--- config.mk ---
export PLATFORM = sky130hd
export DESIGN_NAME = pedal_plausibility_torque_top_flat
export DESIGN_NICKNAME = d
export VERILOG_FILES = /design/src/sv/ppt_pkg.sv /design/src/sv/ppt_sample_if.sv /design/src/sv/ppt_result_if.sv /design/src/sv/pedal_plausibility_torque_top.sv /design/src/flat_wrapper.sv
export SDC_FILE = /design/constraint.sdc
export NUM_CORES = 2
export LEC_CHECK = 0
export BUFFER_PORTS_ARGS = -buffer_cell sky130_fd_sc_hd__buf_2
export CORE_AREA = 2 2 218 274
export CTS_CLUSTER_SIZE = 10
export DETAILED_ROUTE_END_ITERATION = 10
export DIE_AREA = 0 0 220 276
export PLACE_DENSITY = 0.79
export SYNTH_ARGS = -nofsm -noshare
export SYNTH_HDL_FRONTEND = slang
export SYNTH_SLANG_ARGS = --single-unit
--- constraint.sdc ---
create_clock -name clk -period 10.6 [get_ports clk]
set_clock_uncertainty 0.2 [all_clocks]
set_input_delay 0.53 -clock clk [delete_from_list [all_inputs] [get_ports clk]]
set_output_delay 0.53 -clock clk [all_outputs]
set_load 0.02 [all_outputs]
--- src/sv/ppt_pkg.sv ---
// Shared types and constants for the pedal plausibility and torque block.
// No dependencies; the channel interfaces and the top level import it.
package ppt_pkg;

	localparam int ADC_W    = 10;
	localparam int TORQ_W   = 8;
	localparam int PCT_REG_W = 7;
	localparam int TIME_W   = 16;
	localparam int POWER_W  = 18;
	localparam int PCT_W    = 15;   // Q7.8 percent, 0..25600
	localparam int SUM_W    = 16;   // sum of both percents, 0..51200
	localparam int CUR_W    = 8;    // pack current after the limit, 0..200
	localparam int CFG_AW   = 5;
	localparam int CFG_DW   = 32;

	// Sensor bands and calibration ranges.
	localparam logic [ADC_W-1:0] A_CAL_MIN    = 10'd330;
	localparam logic [ADC_W-1:0] A_CAL_MAX    = 10'd850;
	localparam logic [ADC_W-1:0] B_CAL_MIN    = 10'd310;
	localparam logic [ADC_W-1:0] B_CAL_MAX    = 10'd830;
	localparam logic [ADC_W-1:0] BRK_CAL_MIN  = 10'd40;
	localparam logic [ADC_W-1:0] BRK_CAL_MAX  = 10'd630;
	localparam logic [ADC_W-1:0] THR_BAND_MIN = 10'd50;
	localparam logic [ADC_W-1:0] THR_BAND_MAX = 10'd1000;
	localparam logic [ADC_W-1:0] BRK_BAND_MIN = 10'd10;
	localparam logic [ADC_W-1:0] BRK_BAND_MAX = 10'd1000;
	localparam logic [ADC_W-1:0] CURRENT_LIMIT = 10'd200;
	localparam logic [SUM_W-1:0] LOW_SUM      = 16'd2560;
	localparam logic [SUM_W-1:0] HIGH_SUM     = 16'd12800;

	// Percent = x*25600/520 = x*640/13; the divide by 13 is a reciprocal
	// multiply, exact for every product up to 520*640.
	localparam logic [20:0] RECIP13    = 21'd1290556;
	localparam int          RECIP13_SH = 24;
	// Torque = (torque_max*sum >> 10) / 50, again by reciprocal.
	localparam logic [14:0] RECIP50    = 15'd20972;
	localparam int          RECIP50_SH = 20;

	typedef enum logic [2:0] {
		REG_TORQUE_MAX    = 3'd0,
		REG_MISMATCH_PCT  = 3'd1,
		REG_MISMATCH_TIME = 3'd2,
		REG_BRAKE_TIME    = 3'd3,
		REG_BRAKE_LEVEL   = 3'd4,
		REG_POWER_LEVEL   = 3'd5
	} reg_idx_t;

endpackage

--- src/sv/ppt_sample_if.sv ---
// Sample channel: valid/ready handshake with the sensor readings as payload.
// Depends on ppt_pkg for the field widths.
interface ppt_sample_if;
	import ppt_pkg::*;

	logic              valid;
	logic              ready;
	logic [ADC_W-1:0]  throttle_a;
	logic [ADC_W-1:0]  throttle_b;
	logic [ADC_W-1:0]  brake_raw;
	logic [ADC_W-1:0]  pack_current;
	logic [ADC_W-1:0]  volt_left;
	logic [ADC_W-1:0]  volt_right;
	logic [ADC_W-1:0]  elapsed_ms;

	modport source (output valid, throttle_a, throttle_b, brake_raw, pack_current,
		volt_left, volt_right, elapsed_ms, input ready);
	modport sink (input valid, throttle_a, throttle_b, brake_raw, pack_current,
		volt_left, volt_right, elapsed_ms, output ready);
endinterface

--- src/sv/ppt_result_if.sv ---
// Result channel: valid/ready handshake with the torque command and flags.
// Depends on ppt_pkg for the field widths.
interface ppt_result_if;
	import ppt_pkg::*;

	logic              valid;
	logic              ready;
	logic [TORQ_W-1:0] torque_cmd;
	logic              brake_light_on;
	logic              sensors_valid;
	logic              mismatch_active;
	logic              brake_cut_latched;

	modport source (output valid, torque_cmd, brake_light_on, sensors_valid,
		mismatch_active, brake_cut_latched, input ready);
	modport sink (input valid, torque_cmd, brake_light_on, sensors_valid,
		mismatch_active, brake_cut_latched, output ready);
endinterface

--- src/sv/pedal_plausibility_torque_top.sv ---
// Pedal plausibility check and torque command, top level.
// Depends on ppt_pkg, ppt_sample_if and ppt_result_if.
//
// One sample transaction on the samples channel yields exactly one result
// transaction on the results channel, in order. Both use valid/ready; a
// transaction completes on a clock edge with valid and ready high.
// The six calibration registers sit on the APB port at byte address 4*index;
// pready is always high and reads return the register value. Registers are
// meant to be written only while no sample is in flight.
// The edge that takes the sample loads the input register; the result then
// moves through the stage 2, stage 3 and output registers (percent and power
// multiply, plausibility state update with the torque multiply, torque scaling
// into the output register). One sample per cycle while the receiver is ready.
// The plausibility timers and flags are updated as a sample leaves the
// second stage, so the next sample sees the new state.
// When the receiver stalls, the stages fill up behind the output register
// and samples.ready drops only once every stage holds a sample.
// Reset clears the pipeline, the plausibility state and loads the register
// defaults; the block accepts samples as soon as reset is released.
module pedal_plausibility_torque_top (
	input  logic                        clk,
	input  logic                        arst_n,
	ppt_sample_if.sink                  samples,
	ppt_result_if.source                results,
	input  logic                        psel,
	input  logic                        penable,
	input  logic                        pwrite,
	input  logic [ppt_pkg::CFG_AW-1:0]  paddr,
	input  logic [ppt_pkg::CFG_DW-1:0]  pwdata,
	output logic [ppt_pkg::CFG_DW-1:0]  prdata,
	output logic                        pready
);
	import ppt_pkg::*;

	function automatic logic [TIME_W-1:0] sat_add(input logic [TIME_W-1:0] t,
		input logic [ADC_W-1:0] d);
		logic [TIME_W:0] s;
		s = {1'b0, t} + {{(TIME_W+1-ADC_W){1'b0}}, d};
		return s[TIME_W] ? {TIME_W{1'b1}} : s[TIME_W-1:0];
	endfunction

	// ---------------- configuration registers ----------------
	logic [TORQ_W-1:0]    torque_max_q;
	logic [PCT_REG_W-1:0] mismatch_pct_q;
	logic [TIME_W-1:0]    mismatch_time_q;
	logic [TIME_W-1:0]    brake_time_q;
	logic [ADC_W-1:0]     brake_level_q;
	logic [POWER_W-1:0]   power_level_q;
	logic                 cfg_wr;

	assign pready = 1'b1;
	assign cfg_wr = psel && penable && pwrite;

	always_ff @(posedge clk or negedge arst_n) begin
		if (!arst_n) begin
			torque_max_q    <= 8'd20;
			mismatch_pct_q  <= 7'd10;
			mismatch_time_q <= 16'd100;
			brake_time_q    <= 16'd500;
			brake_level_q   <= 10'd170;
			power_level_q   <= 18'd5000;
		end else if (cfg_wr) begin
			case (paddr[CFG_AW-1:2])
				REG_TORQUE_MAX:    torque_max_q    <= pwdata[TORQ_W-1:0];
				REG_MISMATCH_PCT:  mismatch_pct_q  <= pwdata[PCT_REG_W-1:0];
				REG_MISMATCH_TIME: mismatch_time_q <= pwdata[TIME_W-1:0];
				REG_BRAKE_TIME:    brake_time_q    <= pwdata[TIME_W-1:0];
				REG_BRAKE_LEVEL:   brake_level_q   <= pwdata[ADC_W-1:0];
				REG_POWER_LEVEL:   power_level_q   <= pwdata[POWER_W-1:0];
				default: ;
			endcase
		end
	end

	always_comb begin
		case (paddr[CFG_AW-1:2])
			REG_TORQUE_MAX:    prdata = {{(CFG_DW-TORQ_W){1'b0}}, torque_max_q};
			REG_MISMATCH_PCT:  prdata = {{(CFG_DW-PCT_REG_W){1'b0}}, mismatch_pct_q};
			REG_MISMATCH_TIME: prdata = {{(CFG_DW-TIME_W){1'b0}}, mismatch_time_q};
			REG_BRAKE_TIME:    prdata = {{(CFG_DW-TIME_W){1'b0}}, brake_time_q};
			REG_BRAKE_LEVEL:   prdata = {{(CFG_DW-ADC_W){1'b0}}, brake_level_q};
			REG_POWER_LEVEL:   prdata = {{(CFG_DW-POWER_W){1'b0}}, power_level_q};
			default:           prdata = '0;
		endcase
	end

	// ---------------- pipeline flow control ----------------
	logic v_s1, v_s2, v_s3, v_s4;
	logic rdy1, rdy2, rdy3, rdy4;

	assign rdy4 = !v_s4 || results.ready;
	assign rdy3 = !v_s3 || rdy4;
	assign rdy2 = !v_s2 || rdy3;
	assign rdy1 = !v_s1 || rdy2;
	assign samples.ready = rdy1;

	always_ff @(posedge clk or negedge arst_n) begin
		if (!arst_n) begin
			v_s1 <= 1'b0;
			v_s2 <= 1'b0;
			v_s3 <= 1'b0;
			v_s4 <= 1'b0;
		end else begin
			if (rdy1) v_s1 <= samples.valid;
			if (rdy2) v_s2 <= v_s1;
			if (rdy3) v_s3 <= v_s2;
			if (rdy4) v_s4 <= v_s3;
		end
	end

	// ---------------- stage 1: input register ----------------
	logic [ADC_W-1:0] a_s1, b_s1, brk_s1, cur_s1, vl_s1, vr_s1, el_s1;

	always_ff @(posedge clk) begin
		if (rdy1 && samples.valid) begin
			a_s1   <= samples.throttle_a;
			b_s1   <= samples.throttle_b;
			brk_s1 <= samples.brake_raw;
			cur_s1 <= samples.pack_current;
			vl_s1  <= samples.volt_left;
			vr_s1  <= samples.volt_right;
			el_s1  <= samples.elapsed_ms;
		end
	end

	// Band check, calibration clamp and the percent and power products.
	logic             band_ok;
	logic [ADC_W-1:0] a_c, b_c, brk_c, xa, xb, vmax;
	logic [18:0]      ya, yb;
	logic [39:0]      pa_prod, pb_prod;
	logic [CUR_W-1:0] cur_lim;
	logic [POWER_W-1:0] power;

	assign band_ok = (a_s1 inside {[THR_BAND_MIN:THR_BAND_MAX]}) &&
		(b_s1 inside {[THR_BAND_MIN:THR_BAND_MAX]}) &&
		(brk_s1 inside {[BRK_BAND_MIN:BRK_BAND_MAX]});

	assign a_c   = (a_s1 < A_CAL_MIN) ? A_CAL_MIN : ((a_s1 > A_CAL_MAX) ? A_CAL_MAX : a_s1);
	assign b_c   = (b_s1 < B_CAL_MIN) ? B_CAL_MIN : ((b_s1 > B_CAL_MAX) ? B_CAL_MAX : b_s1);
	assign brk_c = (brk_s1 < BRK_CAL_MIN) ? BRK_CAL_MIN :
		((brk_s1 > BRK_CAL_MAX) ? BRK_CAL_MAX : brk_s1);

	assign xa = a_c - A_CAL_MIN;
	assign xb = b_c - B_CAL_MIN;
	// x*640 = (x << 9) + (x << 7)
	assign ya = {xa, 9'b0} + {2'b0, xa, 7'b0};
	assign yb = {xb, 9'b0} + {2'b0, xb, 7'b0};
	assign pa_prod = {21'b0, ya} * {19'b0, RECIP13};
	assign pb_prod = {21'b0, yb} * {19'b0, RECIP13};

	assign cur_lim = (cur_s1 > CURRENT_LIMIT) ? '0 : cur_s1[CUR_W-1:0];
	assign vmax    = (vl_s1 > vr_s1) ? vl_s1 : vr_s1;
	assign power   = {{(POWER_W-CUR_W){1'b0}}, cur_lim} * {{(POWER_W-ADC_W){1'b0}}, vmax};

	// ---------------- stage 2 ----------------
	logic [PCT_W-1:0]   pa_s2, pb_s2;
	logic [POWER_W-1:0] power_s2;
	logic               braked_s2, ok_s2;
	logic [ADC_W-1:0]   el_s2;

	always_ff @(posedge clk) begin
		if (rdy2 && v_s1) begin
			pa_s2     <= pa_prod[RECIP13_SH+PCT_W-1:RECIP13_SH];
			pb_s2     <= pb_prod[RECIP13_SH+PCT_W-1:RECIP13_SH];
			power_s2  <= power;
			braked_s2 <= brk_c > brake_level_q;
			ok_s2     <= band_ok;
			el_s2     <= el_s1;
		end
	end

	// Plausibility state; it advances as a sample moves from stage 2 to 3.
	logic              mismatch_flag_q, conflict_flag_q, cut_latch_q, light_q;
	logic [TIME_W-1:0] mismatch_timer_q, conflict_timer_q;

	logic              mf_d, cf_d, latch_d, light_d, cut;
	logic [TIME_W-1:0] mt_d, ct_d;
	logic [SUM_W-1:0]  sum;
	logic [PCT_W-1:0]  diff, thr;
	logic              low, high, pow_lt, pow_gt;
	logic [23:0]       tq_prod;

	assign sum    = {1'b0, pa_s2} + {1'b0, pb_s2};
	assign diff   = (pa_s2 > pb_s2) ? (pa_s2 - pb_s2) : (pb_s2 - pa_s2);
	assign thr    = {mismatch_pct_q, 8'b0};
	assign low    = sum < LOW_SUM;
	assign high   = sum > HIGH_SUM;
	assign pow_lt = power_s2 < power_level_q;
	assign pow_gt = power_s2 > power_level_q;
	assign tq_prod = {16'b0, torque_max_q} * {8'b0, sum};

	always_comb begin
		mt_d    = mismatch_flag_q ? sat_add(mismatch_timer_q, el_s2) : mismatch_timer_q;
		ct_d    = conflict_flag_q ? sat_add(conflict_timer_q, el_s2) : conflict_timer_q;
		mf_d    = mismatch_flag_q;
		cf_d    = conflict_flag_q;
		latch_d = cut_latch_q;
		light_d = light_q;
		cut     = 1'b0;
		if (!ok_s2) begin
			cut = 1'b1;
		end else begin
			light_d = braked_s2;
			// A difference exactly at the limit leaves the mismatch state alone.
			if (mismatch_flag_q && diff < thr) begin
				mf_d = 1'b0;
				mt_d = '0;
			end else if (diff > thr) begin
				mf_d = 1'b1;
				if (mt_d > mismatch_time_q) cut = 1'b1;
			end
			// Pedal released with little power clears the brake conflict.
			if (low && pow_lt && conflict_flag_q) begin
				ct_d    = '0;
				cf_d    = 1'b0;
				latch_d = 1'b0;
				cut     = 1'b1;
			end
			if (latch_d) cut = 1'b1;
			if ((high || pow_gt) && braked_s2) begin
				cf_d = 1'b1;
				if (ct_d > brake_time_q) begin
					cut     = 1'b1;
					latch_d = 1'b1;
				end
			end
			if (low) cut = 1'b1;
		end
	end

	always_ff @(posedge clk or negedge arst_n) begin
		if (!arst_n) begin
			mismatch_flag_q  <= 1'b0;
			mismatch_timer_q <= '0;
			conflict_flag_q  <= 1'b0;
			conflict_timer_q <= '0;
			cut_latch_q      <= 1'b0;
			light_q          <= 1'b0;
		end else if (v_s2 && rdy3) begin
			mismatch_flag_q  <= mf_d;
			mismatch_timer_q <= mt_d;
			conflict_flag_q  <= cf_d;
			conflict_timer_q <= ct_d;
			cut_latch_q      <= latch_d;
			light_q          <= light_d;
		end
	end

	// ---------------- stage 3 ----------------
	logic [13:0] q_s3;
	logic        cut_s3, light_s3, ok_s3, mf_s3, latch_s3;

	always_ff @(posedge clk) begin
		if (rdy3 && v_s2) begin
			q_s3     <= tq_prod[23:10];
			cut_s3   <= cut;
			light_s3 <= light_d;
			ok_s3    <= ok_s2;
			mf_s3    <= mf_d;
			latch_s3 <= latch_d;
		end
	end

	logic [28:0] scale_prod;

	assign scale_prod = {15'b0, q_s3} * {14'b0, RECIP50};

	// ---------------- stage 4: output register ----------------
	logic [TORQ_W-1:0] torque_s4;
	logic              light_s4, ok_s4, mf_s4, latch_s4;

	always_ff @(posedge clk) begin
		if (rdy4 && v_s3) begin
			torque_s4 <= cut_s3 ? '0 : scale_prod[RECIP50_SH+TORQ_W-1:RECIP50_SH];
			light_s4  <= light_s3;
			ok_s4     <= ok_s3;
			mf_s4     <= mf_s3;
			latch_s4  <= latch_s3;
		end
	end

	assign results.valid             = v_s4;
	assign results.torque_cmd        = torque_s4;
	assign results.brake_light_on    = light_s4;
	assign results.sensors_valid     = ok_s4;
	assign results.mismatch_active   = mf_s4;
	assign results.brake_cut_latched = latch_s4;

endmodule

--- src/flat_wrapper.sv ---
// flat-port wrapper written by rule: the top's interface ports become plain ports
module pedal_plausibility_torque_top_flat import ppt_pkg::*;
  (clk, arst_n, psel, penable, pwrite, paddr, pwdata, prdata, pready, samples_valid, samples_throttle_a, samples_throttle_b, samples_brake_raw, samples_pack_current, samples_volt_left, samples_volt_right, samples_elapsed_ms, samples_ready, results_valid, results_torque_cmd, results_brake_light_on, results_sensors_valid, results_mismatch_active, results_brake_cut_latched, results_ready);
  ppt_sample_if samples_i ();
  ppt_result_if results_i ();
  input  logic clk;
  input  logic arst_n;
  input  logic psel;
  input  logic penable;
  input  logic pwrite;
  input  logic [ppt_pkg::CFG_AW-1:0] paddr;
  input  logic [ppt_pkg::CFG_DW-1:0] pwdata;
  output logic [ppt_pkg::CFG_DW-1:0] prdata;
  output logic pready;
  input wire logic [$bits(samples_i.valid)-1:0] samples_valid;
  input wire logic [$bits(samples_i.throttle_a)-1:0] samples_throttle_a;
  input wire logic [$bits(samples_i.throttle_b)-1:0] samples_throttle_b;
  input wire logic [$bits(samples_i.brake_raw)-1:0] samples_brake_raw;
  input wire logic [$bits(samples_i.pack_current)-1:0] samples_pack_current;
  input wire logic [$bits(samples_i.volt_left)-1:0] samples_volt_left;
  input wire logic [$bits(samples_i.volt_right)-1:0] samples_volt_right;
  input wire logic [$bits(samples_i.elapsed_ms)-1:0] samples_elapsed_ms;
  output wire logic [$bits(samples_i.ready)-1:0] samples_ready;
  output wire logic [$bits(results_i.valid)-1:0] results_valid;
  output wire logic [$bits(results_i.torque_cmd)-1:0] results_torque_cmd;
  output wire logic [$bits(results_i.brake_light_on)-1:0] results_brake_light_on;
  output wire logic [$bits(results_i.sensors_valid)-1:0] results_sensors_valid;
  output wire logic [$bits(results_i.mismatch_active)-1:0] results_mismatch_active;
  output wire logic [$bits(results_i.brake_cut_latched)-1:0] results_brake_cut_latched;
  input wire logic [$bits(results_i.ready)-1:0] results_ready;
  assign samples_i.valid = samples_valid;
  assign samples_i.throttle_a = samples_throttle_a;
  assign samples_i.throttle_b = samples_throttle_b;
  assign samples_i.brake_raw = samples_brake_raw;
  assign samples_i.pack_current = samples_pack_current;
  assign samples_i.volt_left = samples_volt_left;
  assign samples_i.volt_right = samples_volt_right;
  assign samples_i.elapsed_ms = samples_elapsed_ms;
  assign samples_ready = samples_i.ready;
  assign results_valid = results_i.valid;
  assign results_torque_cmd = results_i.torque_cmd;
  assign results_brake_light_on = results_i.brake_light_on;
  assign results_sensors_valid = results_i.sensors_valid;
  assign results_mismatch_active = results_i.mismatch_active;
  assign results_brake_cut_latched = results_i.brake_cut_latched;
  assign results_i.ready = results_ready;
  pedal_plausibility_torque_top u_core (.clk(clk), .arst_n(arst_n), .samples(samples_i), .results(results_i), .psel(psel), .penable(penable), .pwrite(pwrite), .paddr(paddr), .pwdata(pwdata), .prdata(prdata), .pready(pready));
endmodule
==> flow_metrics.tcl <==
set metrics [dict create \
    syn_area_um2 34600 \
    htree_levels 2 \
    arrival_ns 10.08 \
    vias 25900 \
    overflow 0 \
    rr_endpoint "u_core.pa_s2[9]" \
    cp_top_family "adder cells" \
    ys_ff_latch 276 \
    hold_start "pwdata[11]" \
    hpwl_um 62800 \
    max_slew_margin_pct 32.5 \
    drc 0 \
    dieWidth_um 220 \
    period_share_pct 94.3 \
    synth.top_cell.area_share_pct 21.0 \
    worst_pin_slew_ns 1.01 \
    min_to "u_core.mismatch_time_q[11]" \
    crit_buf_inv 6 \
    r2r_cells 40 \
    r2r_setup_slack_ns 0.60 \
    async_reset_ff_share_pct 41.7 \
    synth_ff_type "edfxtp_1" \
    final_nets 4827 \
    core_area_um2 58000 \
    wl_per_cell_um 17.2 \
    grt_use_total_pct 26.4 \
    grt_pass1_vias 27100 \
    status "finished clean" \
    drv_slew 0 \
    synth_area_leaders "ha_1 (21%), fa_1 (18%), edfxtp_1 (14%), inv_1 (7.4%), dfrtp_1 (6.7%)" \
    synth.distinct_cells 107 \
    finalSetupViolations 0 \
    hold_class "input port to flop" \
    path_class "flop to flop" \
    start_kind "flop" \
    crit_fanout 8 \
    cts_buffers 36 \
    cts.path.max_buffers 3 \
    antenna_found_initial 4 \
    slowest_delay_ns 0.68 \
    synth.avg_cell_area_um2 9.53 \
    drive_gt1_share_pct 8.22 \
    yosys_warnings 0 \
    post_cts_buffers 0 \
    cts-root-buf "clkbuf_16" \
    synth_edf_count 161 \
    final_antenna_net_count 0 \
    syn_inst 3632 \
    crit_top_cell "ha_1" \
    wirelength_um 79000 \
    grt_setup_unrepaired "no" \
    setup-tns-final_ns 0 \
    r2r_start "u_core.a_s1[3]" \
    clk_transition_reported_paths_ns 0.06 \
    crit_required_ns 10.68 \
    period_minus_slack_ns 10.0 \
    die_area_um2 60700 \
    crit_slowest_cell "or4b_2" \
    finalHoldViolCount 0 \
    seq_area_frac_synth_pct 22.4 \
    clock_latency_ns 0.56 \
    drtIter0Drc 1532 \
    cts_tree "done" \
    grt_max_degree 71 \
    pin_count 161 \
    firstDrtPassIters 7 \
    fmax_mhz 100 \
    die_h_um 276 \
    place.gp.congestion 0.942 \
    io_buffers 129 \
    clock-sinks 276 \
    grt_pass1_wl_um 131000 \
    yosysTopAreaCell "ha_1" \
    via_per_inst 5.63 \
    min_delay_path_depth 3 \
    cap_violations 0 \
    cp-end-kind "flop" \
    start_util_pct 59.7 \
    rows 99 \
    syn2layout_area_growth_pct 9.48 \
]
==> cell families after synthesis <==
logic type	after synthesis	share of synthesized area (%)
adders and majority gates	899	39.3
and+or+nand+nor	857	11.9
other	2	0.0217
AOI/OAI and AO/OA	592	11.4
DFF	276	22.4
muxes	73	2.30
buffers and inverters	790	8.82
xor gates and xnor gates	143	3.89
==> synthesized netlist by cell type, types with 9 or more instances <==
library cell,number
dfrtp_1,93
fa_1,317
a21o_1,62
o21ai_1,11
xnor2_1,96
inv_1,687
nor3_1,48
ha_1,580
o211ai_1,12
mux2_2,32
o22ai_1,23
o21a_1,40
nand2b_1,24
mux2i_1,38
or3_1,17
nand4_1,31
buf_2,10
o21bai_1,10
o22a_1,12
nor4_1,9
nand2_1,275
a31oi_1,21
edfxtp_1,161
a22oi_1,10
dfstp_2,22
or2_2,12
xor2_1,39
nor2_1,212
nand3_1,55
a211oi_1,12
a22o_1,15
and2_1,68
buf_4,18
a21oi_1,126
or4_1,9
nor2b_1,51
o21ai_0,141
clkbuf_1,65
and3_1,16
==> cell usage in the layout (no fill, tap or decap), types with 24 or more instances in the layout <==
cell type	netlist	layout
inv_1	687	686
dlygate4sd3_1	0	74
ha_1	580	580
fa_1	317	317
mux2_2	32	32
nand2b_1	24	24
dfrtp_1	93	93
buf_2	10	128
nor3_1	48	46
mux2i_1	38	38
edfxtp_1	161	161
a21o_1	62	62
nor2_1	212	211
xnor2_1	96	96
and2_1	68	66
o21ai_0	141	141
clkbuf_16	0	36
buf_4	18	30
nand4_1	31	31
nor2b_1	51	51
nand2_1	275	275
nand3_1	55	55
xor2_1	39	38
a21oi_1	126	126
o21a_1	40	40
==> metrics by stage <==
stage | utilization [%] | worst slack [ns] | hold slack [ns] | area (µm²) | instances
floorplan | - | 1.20 | 0.0344 | 34700 | 3645
global placement | 62.2 | 0.620 | 0.203 | 36000 | 4461
detailed placement | 62.2 | 0.527 | 0.205 | 36000 | 4461
CTS | 65.4 | 0.489 | 0.00686 | 37900 | 4599
global route | 65.4 | 0.00558 | 0.0353 | 37900 | 4603
finish | 65.4 | 0.600 | 0.0315 | 37900 | 4603
==> metal layers <==
metal	share of wire [%]	track usage (%)	up-vias
met5	0	0	-
met3	3.8	2.75	180
met2	52	48.2	629
met1	40	31.9	12700
li1	-	-	12500
met4	3.6	9.28	0
==> sequential cells by signal, summed over array words and instances, names as in the netlist, 14 cells and up <==
register	cells
u_core.brake_time_q	16
u_core.conflict_timer_q	16
u_core.pa_s2	15
u_core.mismatch_timer_q	16
u_core.power_s2	18
u_core.mismatch_time_q	16
u_core.pb_s2	15
u_core.power_level_q	18
u_core.q_s3	14
==> tightest hold or removal path, delay by kind of cell <==
kind                   cells  cell delay (ns)
AO/OA/AOI/OAI              1             0.06
buffers and inverters      1             0.12
AND/OR/NAND/NOR            1             0.05
==> cell type report <==
class	instances	area (µm²)
Clock inverter	7	111
Clock buffer	57	990
Tap cell	757	947
Fill cell	4600	20100
Antenna cell	4	10.0
Timing Repair Buffer	232	1610
Multi-Input combinational cell	2579	23900
Sequential cell	276	7740
Inverter	691	2600
==> how the worst max path moves through the flow <==
stage,startpoint,endpoint,slack [ns],cells after the start
final,u_core.a_s1[3],u_core.pa_s2[9],0.60,40
after global routing,u_core.a_s1[3],u_core.pa_s2[9],0.006,40
after CTS,u_core.a_s1[3],u_core.pa_s2[9],0.49,39
after detailed placement,u_core.a_s1[3],u_core.pa_s2[9],0.53,40
after global placement,u_core.a_s1[3],u_core.pa_s2[9],0.62,39
after floorplan,u_core.a_s1[3],u_core.pa_s2[14],1.20,40
==> timing repair <==
item	4_1_cts	5_1_grt
gates resized for setup	0	2
setup endpoints to repair	0	2
endpoints found under the hold margin	137	0
hold buffers	74	0
Power is not shown: default switching activity piles up to over one toggle a cycle in this logic, so the estimate is an artifact.
